**config.mk**
```make
export PLATFORM = sky130hd
export DESIGN_NAME = bmp_row_to_bgr_pixel_unpacker_core_flat
export DESIGN_NICKNAME = d
export VERILOG_FILES = /design/src/hdl/bmpu_pkg.sv /design/src/hdl/bmpu_byte_if.sv /design/src/hdl/bmpu_pixel_if.sv /design/src/hdl/bmpu_cfg_if.sv /design/src/hdl/bmp_row_to_bgr_pixel_unpacker_core.sv /design/src/hdl/bmpu_cfg.sv /design/src/flat_wrapper.sv
export SDC_FILE = /design/constraint.sdc
export NUM_CORES = 1
export LEC_CHECK = 0
export ABC_AREA = 0
export BUFFER_PORTS_ARGS = -buffer_cell sky130_fd_sc_hd__buf_2
export CORE_ASPECT_RATIO = 1.1
export CORE_UTILIZATION = 58
export DETAILED_ROUTE_END_ITERATION = 10
export PLACE_DENSITY = 0.78
export SYNTH_ARGS = -nofsm -noshare
export SYNTH_HDL_FRONTEND = slang
export SYNTH_SLANG_ARGS = --single-unit
```
**constraint.sdc**
```tcl
create_clock -name clk_i -period 7.1 [get_ports clk_i]
set_input_delay 1.42 -clock clk_i [delete_from_list [all_inputs] [get_ports clk_i]]
set_output_delay 1.42 -clock clk_i [all_outputs]
set_load 0.005 [all_outputs]
```
**src/hdl/bmpu_pkg.sv**
```systemverilog
// Package of shared types and constants for the BMP pixel-data unpacker.
`default_nettype none

package bmpu_pkg;

  localparam int unsigned DATA_W     = 8;
  localparam int unsigned IDX_W      = 24;
  localparam int unsigned CFG_IDX_W  = 2;
  localparam int unsigned CFG_DATA_W = 13;
  // The row counter wraps at 16 bits, whatever the image height.
  localparam int unsigned ROW_W      = 16;

  typedef enum logic [CFG_IDX_W-1:0] {
    REG_IMAGE_WIDTH  = 2'd0,
    REG_IMAGE_HEIGHT = 2'd1,
    REG_PIXEL_MODE   = 2'd2
  } cfg_reg_e;

  typedef enum logic [1:0] {
    PH_BLUE  = 2'd0,
    PH_GREEN = 2'd1,
    PH_RED   = 2'd2,
    PH_SKIP  = 2'd3
  } phase_e;

  typedef enum logic {
    MODE_24BPP = 1'b0,
    MODE_32BPP = 1'b1
  } pixel_mode_e;

  typedef struct packed {
    logic [IDX_W-1:0]  pixel_index;
    logic [DATA_W-1:0] blue;
    logic [DATA_W-1:0] green;
    logic [DATA_W-1:0] red;
    logic              last_pixel;
  } pixel_t;

endpackage

`default_nettype wire

```
**src/hdl/bmpu_byte_if.sv**
```systemverilog
// Input channel interface: one pixel-data byte per item.
`default_nettype none

interface bmpu_byte_if;
  logic                       valid;
  logic                       ready;
  logic [bmpu_pkg::DATA_W-1:0] data_byte;
  logic                       first_byte;

  modport source (output valid, output data_byte, output first_byte, input ready);
  modport sink (input valid, input data_byte, input first_byte, output ready);
endinterface

`default_nettype wire

```
**src/hdl/bmpu_pixel_if.sv**
```systemverilog
// Output channel interface: one unpacked pixel per item.
`default_nettype none

interface bmpu_pixel_if;
  logic                        valid;
  logic                        ready;
  logic [bmpu_pkg::IDX_W-1:0]  pixel_index;
  logic [bmpu_pkg::DATA_W-1:0] blue;
  logic [bmpu_pkg::DATA_W-1:0] green;
  logic [bmpu_pkg::DATA_W-1:0] red;
  logic                        last_pixel;

  modport source (output valid, output pixel_index, output blue, output green,
                  output red, output last_pixel, input ready);
  modport sink (input valid, input pixel_index, input blue, input green,
                input red, input last_pixel, output ready);
endinterface

`default_nettype wire

```
**src/hdl/bmpu_cfg_if.sv**
```systemverilog
// Configuration write channel interface: register index and write data.
`default_nettype none

interface bmpu_cfg_if;
  logic                            valid;
  logic                            ready;
  logic [bmpu_pkg::CFG_IDX_W-1:0]  index;
  logic [bmpu_pkg::CFG_DATA_W-1:0] wdata;

  modport source (output valid, output index, output wdata, input ready);
  modport sink (input valid, input index, input wdata, output ready);
endinterface

`default_nettype wire

```
**src/hdl/bmp_row_to_bgr_pixel_unpacker_core.sv**
```systemverilog
// Top level of the BMP pixel-data unpacker: byte counters and the pixel output register.
//
// Usage: pixel-data bytes of a bottom-up BMP enter on byte_in, one byte per item,
// in file order; first_byte marks the first byte of an image and clears all
// counters. The user writes width, height and pixel mode (24 or 32 bits per pixel) on
// cfg_in while the block is idle; the block does not enforce this. cfg is always ready.
// Each stored row's padding to a multiple of 4 bytes is dropped, as is the fourth
// byte of a 32-bit pixel. The item carrying a pixel's red byte produces one item on
// pix_out with blue, green, red and the top-down frame index (height-1-row)*width+col;
// last_pixel flags the final pixel, after which bytes are ignored until first_byte.
// A result is registered as its red byte is accepted and is on pix_out in the next cycle.
// Throughput: one byte per cycle when not stalled; the counters and the single output
// register update in the same cycle that a byte is accepted.
// Stall: byte_in stays ready while the output register is empty or being taken;
// if pix_out is held off with a pixel waiting, byte_in stalls until it is taken.
// Reset: asynchronous, active low; registers return to width 1, height 1, 24-bit
// mode and counters at row 0, column 0, with the output register empty.
`default_nettype none

module bmp_row_to_bgr_pixel_unpacker_core #(
  parameter int unsigned MAX_WIDTH  = 4096,
  parameter int unsigned MAX_HEIGHT = 4096
) (
  input  wire logic    clk_i,
  input  wire logic    rst_ni,
  bmpu_cfg_if.sink     cfg_in,
  bmpu_byte_if.sink    byte_in,
  bmpu_pixel_if.source pix_out
);
  import bmpu_pkg::*;

  localparam int unsigned COL_W = (MAX_WIDTH > 1) ? $clog2(MAX_WIDTH) : 1;
  localparam int unsigned CMP_W = (COL_W + 1 > CFG_DATA_W) ? COL_W + 1 : CFG_DATA_W;
  localparam int unsigned RCMP_W = (ROW_W > CFG_DATA_W) ? ROW_W : CFG_DATA_W;

  logic [CFG_DATA_W-1:0] width, height;
  logic [IDX_W-1:0]      top_index;
  logic                  pixel_mode;

  bmpu_cfg #(
    .MAX_WIDTH  (MAX_WIDTH),
    .MAX_HEIGHT (MAX_HEIGHT)
  ) u_cfg (
    .clk_i        (clk_i),
    .rst_ni       (rst_ni),
    .cfg          (cfg_in),
    .width_o      (width),
    .height_o     (height),
    .top_index_o  (top_index),
    .pixel_mode_o (pixel_mode)
  );

  // Stream state.
  phase_e            phase_q, phase_d;
  logic [COL_W-1:0]  col_q, col_d;
  logic [ROW_W-1:0]  row_q, row_d;
  logic [1:0]        pad_q, pad_d;
  logic [1:0]        parity_q, parity_d;
  logic [IDX_W-1:0]  base_q, base_d;
  logic [DATA_W-1:0] held_blue_q, held_blue_d;
  logic [DATA_W-1:0] held_green_q, held_green_d;
  logic              done_q, done_d;

  // Output register.
  logic              out_valid_q;
  pixel_t            out_q, out_d;

  logic              in_accept;
  logic              emit;
  logic              end_pix;
  logic [CMP_W-1:0]  col_next;
  logic              is_last;

  assign byte_in.ready = !out_valid_q || pix_out.ready;
  assign in_accept     = byte_in.valid && byte_in.ready;

  always_comb begin
    phase_d      = phase_q;
    col_d        = col_q;
    row_d        = row_q;
    pad_d        = pad_q;
    parity_d     = parity_q;
    base_d       = base_q;
    held_blue_d  = held_blue_q;
    held_green_d = held_green_q;
    done_d       = done_q;
    emit         = 1'b0;
    end_pix      = 1'b0;
    is_last      = 1'b0;
    col_next     = '0;
    out_d        = out_q;

    // A first byte restarts the image before the byte itself is counted.
    if (byte_in.first_byte) begin
      phase_d      = PH_BLUE;
      col_d        = '0;
      row_d        = '0;
      pad_d        = '0;
      parity_d     = '0;
      base_d       = '0;
      held_blue_d  = '0;
      held_green_d = '0;
      done_d       = 1'b0;
    end

    if (done_d) begin
      // Everything after the final pixel is dropped.
    end else if (pad_d != 2'd0) begin
      pad_d = pad_d - 2'd1;
    end else begin
      parity_d = parity_d + 2'd1;
      is_last  = (RCMP_W'(row_d) >= RCMP_W'(height - CFG_DATA_W'(1))) &&
                 (CMP_W'(col_d) >= CMP_W'(width - CFG_DATA_W'(1)));
      case (phase_d)
        PH_BLUE: begin
          held_blue_d = byte_in.data_byte;
          phase_d     = PH_GREEN;
        end
        PH_GREEN: begin
          held_green_d = byte_in.data_byte;
          phase_d      = PH_RED;
        end
        PH_RED: begin
          emit              = 1'b1;
          out_d.pixel_index = IDX_W'(top_index - base_d + IDX_W'(col_d));
          out_d.blue        = held_blue_d;
          out_d.green       = held_green_d;
          out_d.red         = byte_in.data_byte;
          out_d.last_pixel  = is_last;
          if (is_last) begin
            done_d  = 1'b1;
            phase_d = PH_BLUE;
          end else if (pixel_mode == MODE_32BPP) begin
            phase_d = PH_SKIP;
          end else begin
            end_pix = 1'b1;
          end
        end
        default: begin
          end_pix = 1'b1;
        end
      endcase

      // Pixel end: a 24-bit pixel after its red byte, or any skipped fourth byte.
      if (end_pix) begin
        phase_d  = PH_BLUE;
        col_next = CMP_W'(col_d) + CMP_W'(1);
        if (col_next >= CMP_W'(width)) begin
          col_d    = '0;
          row_d    = row_d + ROW_W'(1);
          base_d   = base_d + IDX_W'(width);
          pad_d    = 2'd0 - parity_d;
          parity_d = '0;
        end else begin
          col_d = COL_W'(col_next);
        end
      end
    end
  end

  always_ff @(posedge clk_i or negedge rst_ni) begin
    if (!rst_ni) begin
      phase_q      <= PH_BLUE;
      col_q        <= '0;
      row_q        <= '0;
      pad_q        <= '0;
      parity_q     <= '0;
      base_q       <= '0;
      held_blue_q  <= '0;
      held_green_q <= '0;
      done_q       <= 1'b0;
    end else if (in_accept) begin
      phase_q      <= phase_d;
      col_q        <= col_d;
      row_q        <= row_d;
      pad_q        <= pad_d;
      parity_q     <= parity_d;
      base_q       <= base_d;
      held_blue_q  <= held_blue_d;
      held_green_q <= held_green_d;
      done_q       <= done_d;
    end
  end

  // The output register can refill in the same cycle that its pixel is taken.
  always_ff @(posedge clk_i or negedge rst_ni) begin
    if (!rst_ni) begin
      out_valid_q <= 1'b0;
    end else if (in_accept) begin
      out_valid_q <= emit;
    end else if (pix_out.ready) begin
      out_valid_q <= 1'b0;
    end
  end

  always_ff @(posedge clk_i) begin
    if (in_accept && emit) begin
      out_q <= out_d;
    end
  end

  assign pix_out.valid       = out_valid_q;
  assign pix_out.pixel_index = out_q.pixel_index;
  assign pix_out.blue        = out_q.blue;
  assign pix_out.green       = out_q.green;
  assign pix_out.red         = out_q.red;
  assign pix_out.last_pixel  = out_q.last_pixel;

`ifndef SYNTH
  // Row padding is only armed at a pixel boundary.
  a_pad_at_boundary: assert property (@(posedge clk_i) disable iff (!rst_ni)
    (pad_q != 2'd0) |-> (phase_q == PH_BLUE))
    else $error("pad bytes pending in the middle of a pixel");

  // Once the image is finished the byte phase sits at the start of a pixel.
  a_done_phase: assert property (@(posedge clk_i) disable iff (!rst_ni)
    done_q |-> (phase_q == PH_BLUE))
    else $error("image done with a pixel half assembled");

  // Sending the final pixel closes the image.
  a_last_closes: assert property (@(posedge clk_i) disable iff (!rst_ni)
    (in_accept && emit && out_d.last_pixel) |=> done_q)
    else $error("final pixel sent but image not marked done");

  // An empty output register never holds off the byte stream.
  a_ready_when_empty: assert property (@(posedge clk_i) disable iff (!rst_ni)
    !out_valid_q |-> byte_in.ready)
    else $error("byte input stalled with an empty output register");

  // A pixel waiting under stall keeps its contents.
  a_hold_under_stall: assert property (@(posedge clk_i) disable iff (!rst_ni)
    (out_valid_q && !pix_out.ready) |=> (out_valid_q && $stable(out_q)))
    else $error("pending pixel lost or changed under stall");
`endif

endmodule

`default_nettype wire

```
**src/hdl/bmpu_cfg.sv**
```systemverilog
// Configuration registers with clamped dimensions and the registered top-row index.
`default_nettype none

module bmpu_cfg #(
  parameter int unsigned MAX_WIDTH  = 4096,
  parameter int unsigned MAX_HEIGHT = 4096
) (
  input  wire logic                            clk_i,
  input  wire logic                            rst_ni,
  bmpu_cfg_if.sink                             cfg,
  output logic [bmpu_pkg::CFG_DATA_W-1:0]      width_o,
  output logic [bmpu_pkg::CFG_DATA_W-1:0]      height_o,
  output logic [bmpu_pkg::IDX_W-1:0]           top_index_o,
  output logic                                 pixel_mode_o
);
  import bmpu_pkg::*;

  localparam int unsigned PROD_W = 2 * CFG_DATA_W;

  // Zero reads as one, and values above the maximum saturate. The result never
  // exceeds the larger of the raw value and one, so it fits the register field.
  function automatic logic [CFG_DATA_W-1:0] eff_dim(input logic [CFG_DATA_W-1:0] v,
                                                    input int unsigned maxv);
    logic [CFG_DATA_W-1:0] r;
    if (v == '0) begin
      r = CFG_DATA_W'(1);
    end else if (32'(v) > maxv) begin
      r = CFG_DATA_W'(maxv);
    end else begin
      r = v;
    end
    return r;
  endfunction

  logic [CFG_DATA_W-1:0] width_q, width_d;
  logic [CFG_DATA_W-1:0] height_q, height_d;
  logic [IDX_W-1:0]      top_q, top_d;
  logic                  mode_q, mode_d;
  logic [PROD_W-1:0]     prod;
  logic                  wr;

  assign cfg.ready = 1'b1;
  assign wr = cfg.valid;

  always_comb begin
    width_d  = width_q;
    height_d = height_q;
    mode_d   = mode_q;
    if (wr) begin
      case (cfg.index)
        REG_IMAGE_WIDTH:  width_d  = eff_dim(cfg.wdata, MAX_WIDTH);
        REG_IMAGE_HEIGHT: height_d = eff_dim(cfg.wdata, MAX_HEIGHT);
        REG_PIXEL_MODE:   mode_d   = cfg.wdata[0];
        default: ;
      endcase
    end
    // One multiplier sees the new dimension and the one already held.
    prod  = PROD_W'(height_d - CFG_DATA_W'(1)) * PROD_W'(width_d);
    top_d = IDX_W'(prod);
  end

  always_ff @(posedge clk_i or negedge rst_ni) begin
    if (!rst_ni) begin
      width_q  <= CFG_DATA_W'(1);
      height_q <= CFG_DATA_W'(1);
      top_q    <= '0;
      mode_q   <= MODE_24BPP;
    end else if (wr) begin
      width_q  <= width_d;
      height_q <= height_d;
      top_q    <= top_d;
      mode_q   <= mode_d;
    end
  end

  assign width_o      = width_q;
  assign height_o     = height_q;
  assign top_index_o  = top_q;
  assign pixel_mode_o = mode_q;

endmodule

`default_nettype wire

```
**src/flat_wrapper.sv**
```systemverilog
// flat-port wrapper written by rule: the top's interface ports become plain ports
module bmp_row_to_bgr_pixel_unpacker_core_flat import bmpu_pkg::*;
#(
  parameter int unsigned MAX_WIDTH  = 4096,
  parameter int unsigned MAX_HEIGHT = 4096
)
  (clk_i, rst_ni, cfg_in_valid, cfg_in_index, cfg_in_wdata, cfg_in_ready, byte_in_valid, byte_in_data_byte, byte_in_first_byte, byte_in_ready, pix_out_valid, pix_out_pixel_index, pix_out_blue, pix_out_green, pix_out_red, pix_out_last_pixel, pix_out_ready);
  bmpu_cfg_if cfg_in_i ();
  bmpu_byte_if byte_in_i ();
  bmpu_pixel_if pix_out_i ();
  input  wire logic clk_i;
  input  wire logic rst_ni;
  input wire logic [$bits(cfg_in_i.valid)-1:0] cfg_in_valid;
  input wire logic [$bits(cfg_in_i.index)-1:0] cfg_in_index;
  input wire logic [$bits(cfg_in_i.wdata)-1:0] cfg_in_wdata;
  output wire logic [$bits(cfg_in_i.ready)-1:0] cfg_in_ready;
  input wire logic [$bits(byte_in_i.valid)-1:0] byte_in_valid;
  input wire logic [$bits(byte_in_i.data_byte)-1:0] byte_in_data_byte;
  input wire logic [$bits(byte_in_i.first_byte)-1:0] byte_in_first_byte;
  output wire logic [$bits(byte_in_i.ready)-1:0] byte_in_ready;
  output wire logic [$bits(pix_out_i.valid)-1:0] pix_out_valid;
  output wire logic [$bits(pix_out_i.pixel_index)-1:0] pix_out_pixel_index;
  output wire logic [$bits(pix_out_i.blue)-1:0] pix_out_blue;
  output wire logic [$bits(pix_out_i.green)-1:0] pix_out_green;
  output wire logic [$bits(pix_out_i.red)-1:0] pix_out_red;
  output wire logic [$bits(pix_out_i.last_pixel)-1:0] pix_out_last_pixel;
  input wire logic [$bits(pix_out_i.ready)-1:0] pix_out_ready;
  assign cfg_in_i.valid = cfg_in_valid;
  assign cfg_in_i.index = cfg_in_index;
  assign cfg_in_i.wdata = cfg_in_wdata;
  assign cfg_in_ready = cfg_in_i.ready;
  assign byte_in_i.valid = byte_in_valid;
  assign byte_in_i.data_byte = byte_in_data_byte;
  assign byte_in_i.first_byte = byte_in_first_byte;
  assign byte_in_ready = byte_in_i.ready;
  assign pix_out_valid = pix_out_i.valid;
  assign pix_out_pixel_index = pix_out_i.pixel_index;
  assign pix_out_blue = pix_out_i.blue;
  assign pix_out_green = pix_out_i.green;
  assign pix_out_red = pix_out_i.red;
  assign pix_out_last_pixel = pix_out_i.last_pixel;
  assign pix_out_i.ready = pix_out_ready;
  bmp_row_to_bgr_pixel_unpacker_core #(.MAX_WIDTH(MAX_WIDTH), .MAX_HEIGHT(MAX_HEIGHT)) u_core (.clk_i(clk_i), .rst_ni(rst_ni), .cfg_in(cfg_in_i), .byte_in(byte_in_i), .pix_out(pix_out_i));
endmodule
```
==> results of run 1 <==
-- per-layer routing --
metal / global-route usage / routed length, um
met5: 0 / 0
met4: 0.227 / 3450
met3: 0.0410 / 2550
met2: 0.610 / 25000
met1: 0.367 / 18200
-- layout make-up --
cell class,instances,share of cell area
Sequential cell,176,0.216
Multi-Input combinational cell,1377,0.572
Inverter,312,0.0546
Timing Repair Buffer,315,0.108
Tap cell,374,0.0218
Clock buffer,18,0.0204
Clock inverter,14,0.00698
-- registers in the layout, summed over array words and instances, names as in the netlist --
name / count
u_core.pix_out.blue: 8
u_core.phase_q: 2
u_core.held_blue_q: 8
u_core.u_cfg.height_o: 13
u_core.pad_q: 2
u_core.base_q: 24
u_core.parity_q: 2
u_core.pix_out.green: 8
u_core.u_cfg.top_index_o: 24
u_core.u_cfg.width_o: 13
u_core.row_q: 16
u_core.done_q: 1
u_core.pix_out.last_pixel: 1
u_core.pix_out.red: 8
u_core.pix_out.valid: 1
u_core.col_q: 12
u_core.held_green_q: 8
u_core.u_cfg.pixel_mode_o: 1
u_core.pix_out.pixel_index: 24
-- repair_timing --
item / 4_1_cts / 5_1_grt
buffers inserted: 28 / 13
gates resized for setup: 108 / 20
hold buffers: 0 / 0
endpoints found under the setup margin: 12 / 15
pin swaps: 58 / 30
-- cell usage in the layout (no fill, tap or decap), types with 10 or more instances in the layout --
cell type  netlist  layout
nor2_1         143     132
buf_4            1     214
nand2_2          0      10
dfrtp_1        125     125
nor4_1          15      11
o21ai_0         64      56
a21oi_1         62      51
fa_2             0      12
fa_1           168     156
ha_1           154     144
xnor2_1        110     100
clkbuf_16        0      17
nand2b_1        27      26
buf_2            7      77
a22o_1          20      20
nand3_1         26      24
and3_1          23      20
mux2_2          26      20
a21o_1          29      29
o21a_1          19      19
and2_1          13      10
inv_2            1      18
nor2b_1         63      63
edfxtp_1        49      49
buf_6            0      18
nor3_1          30      29
inv_1          306     288
xor2_1          28      28
nand2_1        216     203
nand4_1         18      18
-- power breakdown --
part / total, mW / switching, mW / leakage, nW / internal (mW)
Sequential: 1.40 / 0.124 / 2.11 / 1.27
Clock: 0.937 / 0.459 / 0.287 / 0.478
Combinational: 7.05 / 3.62 / 8.12 / 3.43
Total: 9.38 / 4.20 / 10.5 / 5.18
-- stage by stage --
stage	hold slack (ns)	utilization	TNS [ns]	std cells	setup WS, ns
floorplan	0.449	-	-5.98	1914	-0.740
global placement	0.465	0.677	-10.38	2516	-1.01
detailed placement	0.471	0.677	-11.52	2516	-1.14
CTS	0.496	0.717	-4.15	2573	-0.560
global route	0.515	0.723	-10.20	2586	-0.929
finish	0.496	0.723	-7.07	2586	-0.693
-- logic make-up after synthesis --
group / synth area share
fa+ha+maj: 0.301
buf+inv: 0.0777
mux: 0.0215
xor+xnor: 0.0687
other cells: 0.000213
flops: 0.264
compound gates: 0.104
simple gates: 0.162
-- final timing paths --
path | startpoint | to | slack (ns) | cells past startpoint
setup reg to reg | u_core.u_cfg.height_o[0] | u_core.u_cfg.top_index_o[23] | -0.11 | 28
min in group asynchronous | rst_ni | u_core.row_q[13] | 1.15 | 1
hold / removal | u_core.base_q[6] | u_core.base_q[6] | 0.50 | 1
hold reg to reg | u_core.base_q[6] | u_core.base_q[6] | 0.50 | 1
setup / recovery | cfg_in_wdata[1] | u_core.u_cfg.top_index_o[23] | -0.69 | 29
max in group asynchronous | rst_ni | u_core.base_q[23] | 4.62 | 2
==> impl_metrics.ini, run 1 <==
[status]
status = finished, violations left
violations = setup timing

[route]
drt_iter0_markers = 948
vias = 15000
drc = 0
drt_pre_antenna_iters = 6
avgViaCountPerCell = 5.80
routed_wl_um = 49300
wl_per_cell_um = 19.1
final_antenna_net_count = 0

[timing]
tightest_slew_ns = 1.17
report.final.hold_viol_count = 0
fmax_mhz = 128
rsz0062_at_grt = yes
clock-skew-final_ns = 0.0132
period_needed_ns = 7.79
timing.final.crit_share = 1.10
finalWorstSetupSlack_ns = -0.693
timing.final.max_slew_violations = 0
setup_violations = 14
maxSlewHeadroom = 0.212

[worst_setup_path]
cp_common_cell = fa_1
cp.arrival_ns = 8.13
cp.buffers_inverters = 8
slowest_delay_ns = 0.54
crit_fanout = 5
crit_required_ns = 7.44
critPathKind = in2reg
critPathTopFamily = adder cells
end_kind = flop
worstSetupStartpointType = input pin
slowest_stage = or4_4

[final_layout]
seq_area_um2 = 4650
final_nets = 2550
fin_area_um2 = 21500
area_growth_pct = 22.2
diodes = 0
final_layout_size_suffix_gt1_frac = 0.227
multi_input_area_um2 = 12300
fill_cells = 2115

[placement]
gp_congestion = 0.948
dp_hpwl_um = 37100
port-buffer-count = 79
place_area_um2 = 20100

[yosys]
synthArstFlopShare = 0.722
syn_nets = 2265
synth_edf_count = 49
syn_area_per_cell_um2 = 9.19
synth_top_area_cell = fa_1
seq_area_frac_synth = 0.264
netlist.area_leader.share = 0.191
synth.most_common_cell = inv_1
yosysWarnings = 0
synthCells = 1914
yosysUniqueCellTypes = 76
synth.area.top_cells = fa_1 (19%), dfrtp_1 (18%), ha_1 (11%)
synth_commonest_cells = inv_1 (306), nand2_1 (216), fa_1 (168)
ys_seq_elements = 176
ys.flop_type = dfrtp_1
synthesis.area_um2 = 17600

[global_routing]
grt_pass1_vias = 15900
grt_use_total = 0.335
grt_max_degree = 77
grt_pass1_wl_um = 79900
grt.overflow.total = 0
antenna_found_initial = 0

[clocking]
clock_latency_ns = 0.45
cts_buffers = 17
clk_path_buf_depth = 2
cts_sinks = 176
h-tree-depth = 4
cts_tree = built
cts_root_buffer = clkbuf_16
clkTransAtPathRegs_ns = 0.08

[floorplanning]
rows = 66
initial_core_util = 0.592
die_w_um = 168
die_h_um = 185
core-area_um2 = 29700
ios = 81
die_area_um2 = 31000

[pwr]
power_mw = 9.38
vdd_drop_max_mv = 0.486
p_per_area_nw_per_um2 = 436
leakage_nw = 10.5

[worst_hold_path]
hold_path_class = reg2reg

[job]
cap_violations = 0
Note: power is estimated with default switching activity, not from simulation.
==> run 2: changes to the inputs <==
--- a/config.mk
+++ b/config.mk
@@ -8,9 +8,11 @@
 export ABC_AREA = 0
 export BUFFER_PORTS_ARGS = -buffer_cell sky130_fd_sc_hd__buf_2
 export CORE_ASPECT_RATIO = 1.1
+export CORE_MARGIN = 5
 export CORE_UTILIZATION = 58
 export DETAILED_ROUTE_END_ITERATION = 10
 export PLACE_DENSITY = 0.78
 export SYNTH_ARGS = -nofsm -noshare
 export SYNTH_HDL_FRONTEND = slang
 export SYNTH_SLANG_ARGS = --single-unit
+export TNS_END_PERCENT = 5
==> run 2 against run 1 <==
Net effect: the run still ends with setup timing left; final area decreased by 1.4%; register-to-register slack improved by 0.11 ns; fmax increased by 0.54%; critical endpoint is now u_core.u_cfg.top_index_o[18]; largest power group unchanged.
==> impl_metrics.ini, run 2 (synthesis gave the netlist of run 1 again) <==
[final_layout]
final_common_cell = inv_1
final_nets = 2555
stdcell_count = 2593
fin_area_um2 = 21200
most-common-layout-cells = inv_1 (303), buf_4 (236), nand2_1 (212)
post-route-util = 0.713
final_layout_size_suffix_gt1_frac = 0.207
fill_cells = 2235
area_growth_pct = 20.5

[floorplanning]
die_h_um = 193
core-area_um2 = 29700
die_w_um = 176
ios = 81
die_area_um2 = 33900
rows = 66
initial_core_util = 0.592

[clocking]
cts_sinks = 176
cts_root_buffer = clkbuf_16
clk_path_buf_depth = 2
cts_buffers = 17
h-tree-depth = 4
cts_tree = built
clock_latency_ns = 0.45
clkTransAtPathRegs_ns = 0.08
cts_hold_buf = 0

[timing]
setup_violations = 13
fmax_mhz = 129
timing.final.max_slew_violations = 0
period_needed_ns = 7.75
tightest_slew_ns = 1.04
rsz0062_at_grt = yes
finalWorstSetupSlack_ns = -0.651
timing.final.crit_share = 1.09
tns_ns = -5.91
maxSlewHeadroom = 0.304
clock-skew-final_ns = 0.00944
worst_hold_slack_ns = 0.498
report.final.hold_viol_count = 0

[worst_setup_path]
worstSetupStartpointType = input pin
crit_fanout = 5
crit_required_ns = 7.43
end_kind = flop
rr_worst_depth = 25
cp.arrival_ns = 8.08
critPathKind = in2reg

[route]
drc = 0
routed_wl_um = 47600
met1_length_um = 18900
avgViaCountPerCell = 5.66
wl_met2_um = 23600
final_antenna_net_count = 0
highest_layer = met4
drt_iter0_markers = 975
vias = 14700
wl_per_cell_um = 18.4
wl_met3_um = 2610
drt_pre_antenna_iters = 7

[pwr]
clock_power_share = 0.115
power.switching_mw = 3.80
swShare = 0.445
p_per_area_nw_per_um2 = 402
seqPwrFrac = 0.161
leakage_nw = 10.5
vdd_drop_max_mv = 0.358
p_comb_frac = 0.724
power_mw = 8.53
p_int_mw = 4.73

[global_routing]
grt_max_degree = 76
antenna_found_initial = 2
grt_use_total = 0.293
grt.overflow.total = 0
grt_pass1_wl_um = 79000
grt_pass1_vias = 15700

[status]
violations = setup timing
status = finished, violations left

[worst_hold_path]
hold_path_class = reg2reg
hold_depth = 1

[placement]
dpl.cell_count = 2549
place_area_um2 = 20200
dp_hpwl_um = 38300
pre_cts_slack_ns = -1.23
gp_congestion = 0.974
port-buffer-count = 79

[job]
cap_violations = 0
==> run 2: cell count changes in the layout (fill, tap and decap cells not counted), sizes merged <==
| cell | change |
|---|---|
| clkinv | -3 |
| buf | +5 |
| inv | +2 |
| bufinv | +1 |
| clkinvlp | +1 |
| clkbuf | -1 |
| diode | +2 |
==> run 2: path summary, 6_finish.rpt <==
path                                          start                      endpoint  slack (ns)
max                                 cfg_in_wdata[1]  u_core.u_cfg.top_index_o[18]       -0.65
min                                u_core.base_q[6]              u_core.base_q[6]        0.50
max reg2reg                u_core.u_cfg.height_o[1]  u_core.u_cfg.top_index_o[18]           0
min reg2reg                        u_core.base_q[6]              u_core.base_q[6]        0.50
max in group asynchronous                    rst_ni  u_core.u_cfg.top_index_o[19]        4.70
min in group asynchronous                    rst_ni               u_core.col_q[1]        1.13
==> run 2: power groups by stage <==
| stage | combinational (mW) | clock, mW | sequential [mW] |
|---|---|---|---|
| final | 6.18 | 0.981 | 1.37 |
| after global routing | 6.90 | 1.03 | 1.39 |
| after CTS | 6.02 | 0.991 | 1.37 |
| after detailed placement | 5.80 | 0 | 1.39 |
| after global placement | 5.61 | 0 | 1.38 |
| after floorplan | 3.83 | 0 | 1.35 |
==> run 2: worst max-delay path: stages <==
cell and delay, ns:
buf_2 0.12, or4_4 0.55, a211oi_4 0.24, o211ai_4 0.18, nor2_4 0.25, nand2_4 0.13, xnor2_4 0.22, nand2_1 0.11
fa_1 0.52, fa_1 0.51, inv_1 0.06, fa_1 0.56, fa_1 0.46, fa_1 0.50, inv_1 0.05, fa_1 0.50
inv_1 0.04, ha_1 0.28, or2_2 0.29, a21oi_2 0.13, a31oi_1 0.05, buf_4 0.16, a31o_2 0.25, a21oi_2 0.13
xnor2_1 0.08, mux2_2 0.26
==> run 2: layout make-up <==
| class | count | area, um^2 | share of cell area |
|---|---|---|---|
| multi-input combinational | 1377 | 12000 | 0.567 |
| tap | 374 | 468 | 0.0221 |
| clock inverter | 15 | 195 | 0.00921 |
| timing repair buffer | 320 | 2260 | 0.106 |
| clock buffer | 17 | 425 | 0.0201 |
| antenna | 2 | 5.00 | 0.000236 |
| inverter | 312 | 1170 | 0.0553 |
| sequential | 176 | 4650 | 0.219 |
==> run 2: metal layers <==
layer	track usage	vias to the layer above
li1	-	6852
met1	0.363	7160
met2	0.511	512
met3	0.0370	154
met4	0.140	0
met5	0	-
==> run 2: repair_timing <==
item	CTS	global route
resized for setup	36	23
buffers inserted	4	6
pin swaps	32	23
endpoints found under the setup margin	13	15
hold endpoints to repair	0	0
==> run 3: changes to the inputs <==
--- a/config.mk
+++ b/config.mk
@@ -8,10 +8,11 @@
 export ABC_AREA = 0
 export BUFFER_PORTS_ARGS = -buffer_cell sky130_fd_sc_hd__buf_2
 export CORE_ASPECT_RATIO = 1.1
-export CORE_MARGIN = 5
-export CORE_UTILIZATION = 58
+export CORE_MARGIN = 2
+export CORE_UTILIZATION = 59
+export CTS_BUF_LIST = sky130_fd_sc_hd__clkbuf_8
 export DETAILED_ROUTE_END_ITERATION = 10
-export PLACE_DENSITY = 0.78
+export PLACE_DENSITY = 0.79
 export SYNTH_ARGS = -nofsm -noshare
 export SYNTH_HDL_FRONTEND = slang
 export SYNTH_SLANG_ARGS = --single-unit
==> run 3 against run 2 <==
Net effect: the run still ends with setup timing left; core utilization fell by 0.24 points; sequential cell count did not move; critical path depth rose by 1; die area fell by 8.0%; total power fell by 3.4%; non-clock buffer count fell by 4; hold slack got worse by 0.0027 ns; clock skew rose by 0.014 ns; clock-buffer cell count rose by 2; final area fell by 1.2%; global-route usage rose by 2.8 points; largest power group unchanged.
==> impl_metrics.ini, run 3 (synthesis gave the netlist of run 1 again) <==
[status]
status = finished, violations left
violations = setup timing

[global_routing]
grt.overflow.total = 0
grt_max_degree = 66
grt_pass1_vias = 15400
antenna_found_initial = 0
grt_use_total = 0.321
grt_pass1_wl_um = 77600

[final_layout]
final_layout_size_suffix_gt1_frac = 0.202
diodes = 0
most-common-layout-cells = inv_1 (304), buf_4 (230), nand2_1 (212)
final_common_cell = inv_1
fill_cells = 2258
multi_input_area_um2 = 12000
area_growth_pct = 19.1
post-route-util = 0.711
final_nets = 2551
seq_area_um2 = 4650
fin_area_um2 = 21000

[worst_setup_path]
critPathTopFamily = adder cells
worstSetupStartpointType = input pin
cp.arrival_ns = 8.10
cp.buffers_inverters = 7
slowest_delay_ns = 0.54
end_kind = flop
slowest_stage = fa_1
critPathKind = in2reg
crit_required_ns = 7.48
crit_fanout = 5
cp_common_cell = fa_1

[route]
avgViaCountPerCell = 5.70
drt_pre_antenna_iters = 5
drc = 0
wl_per_cell_um = 18.6
drt_iter0_markers = 971
vias = 14700
routed_wl_um = 48200
final_antenna_net_count = 0

[pwr]
seqPwrFrac = 0.167
p_comb_frac = 0.742
clock_power_share = 0.090
leakage_nw = 10.4
p_int_mw = 4.47
p_per_area_nw_per_um2 = 393
swShare = 0.457
vdd_drop_max_mv = 0.280
power.switching_mw = 3.77

[timing]
fmax_mhz = 130
maxSlewHeadroom = 0.297
finalWorstSetupSlack_ns = -0.617
report.final.hold_viol_count = 0
tns_ns = -5.66
period_needed_ns = 7.72
timing.final.crit_share = 1.09
clock-skew-final_ns = 0.0237
timing.final.max_slew_violations = 0
rsz0062_at_grt = yes
setup_violations = 13
tightest_slew_ns = 1.05

[placement]
pre_cts_slack_ns = -1.32
dp_hpwl_um = 39400
place_area_um2 = 20200
gp_congestion = 1.00
port-buffer-count = 79

[floorplanning]
core-area_um2 = 29500
die_h_um = 185
die_w_um = 169
rows = 66
initial_core_util = 0.597
ios = 81
die_area_um2 = 31200

[clocking]
h-tree-depth = 4
cts_root_buffer = clkbuf_8
clock_latency_ns = 0.51
cts_sinks = 176
cts_buffers = 17
cts_tree = built
clkTransAtPathRegs_ns = 0.10
clk_path_buf_depth = 2

[job]
cap_violations = 0

[worst_hold_path]
hold_path_class = reg2reg
[run 3: cell count changes in the layout (fill, tap and decap cells not counted), moves of 3 or more]
cell | before | now
buf_6 | 3 | 7
ha_1 | 148 | 151
clkbuf_8 | 0 | 19
xnor2_2 | 7 | 4
fa_1 | 158 | 161
ha_4 | 6 | 3
fa_2 | 10 | 7
clkbuf_16 | 17 | 0
buf_4 | 236 | 230
clkinv_8 | 5 | 2
[run 3: what timing repair did]
item                                    in CTS  in global routing
pin swaps                                   32                  3
gates resized for setup                     48                 11
hold buffers                                 0                  0
buffers inserted                            11                  0
endpoints found under the setup margin      13                 15
[run 3: final cells by class]
class	instances	area share
Inverter	312	0.0560
Sequential cell	176	0.222
Tap cell	374	0.0223
Clock inverter	13	0.00711
Clock buffer	19	0.0125
Multi-Input combinational cell	1377	0.573
Timing Repair Buffer	316	0.107
[run 3: power by group through the flow]
stage,Combinational (mW),Clock [mW],Sequential (mW)
6_report,6.12,0.746,1.38
5_1_grt,6.81,0.788,1.39
4_1_cts,6.03,0.757,1.37
3_5_place_dp,5.78,0,1.40
3_3_place_gp,5.55,0,1.39
2_1_floorplan,3.83,0,1.35
[run 3: path summary, 6_finish.rpt]
kind                                          start                            to  slack [ns]  cells past startpoint
min reg2reg                        u_core.base_q[6]              u_core.base_q[6]        0.50                      1
min                                u_core.base_q[6]              u_core.base_q[6]        0.50                      1
max in group asynchronous                    rst_ni  u_core.u_cfg.top_index_o[22]        4.74                      2
max reg2reg                u_core.u_cfg.height_o[0]  u_core.u_cfg.top_index_o[18]       -0.09                     26
min in group asynchronous                    rst_ni              u_core.base_q[6]        1.04                      1
max                                 cfg_in_wdata[3]  u_core.u_cfg.top_index_o[18]       -0.62                     27
[run 3: per-stage QoR]
stage	std cells	hold WS (ns)	power, mW
6_report	2587	0.496	8.24
5_1_grt	2587	0.519	8.99
4_1_cts	2587	0.495	8.17
3_5_place_dp	2544	0.472	7.18
3_3_place_gp	2544	0.464	6.94
2_1_floorplan	1914	0.449	5.18
[run 3: per-layer routing]
layer / wire length [um] / global-route usage / part of all wire
met1: 18900 / 0.379 / 0.39
met2: 24900 / 0.589 / 0.52
met3: 2620 / 0.0429 / 0.054
met4: 1760 / 0.134 / 0.036
met5: 0 / 0 / 0
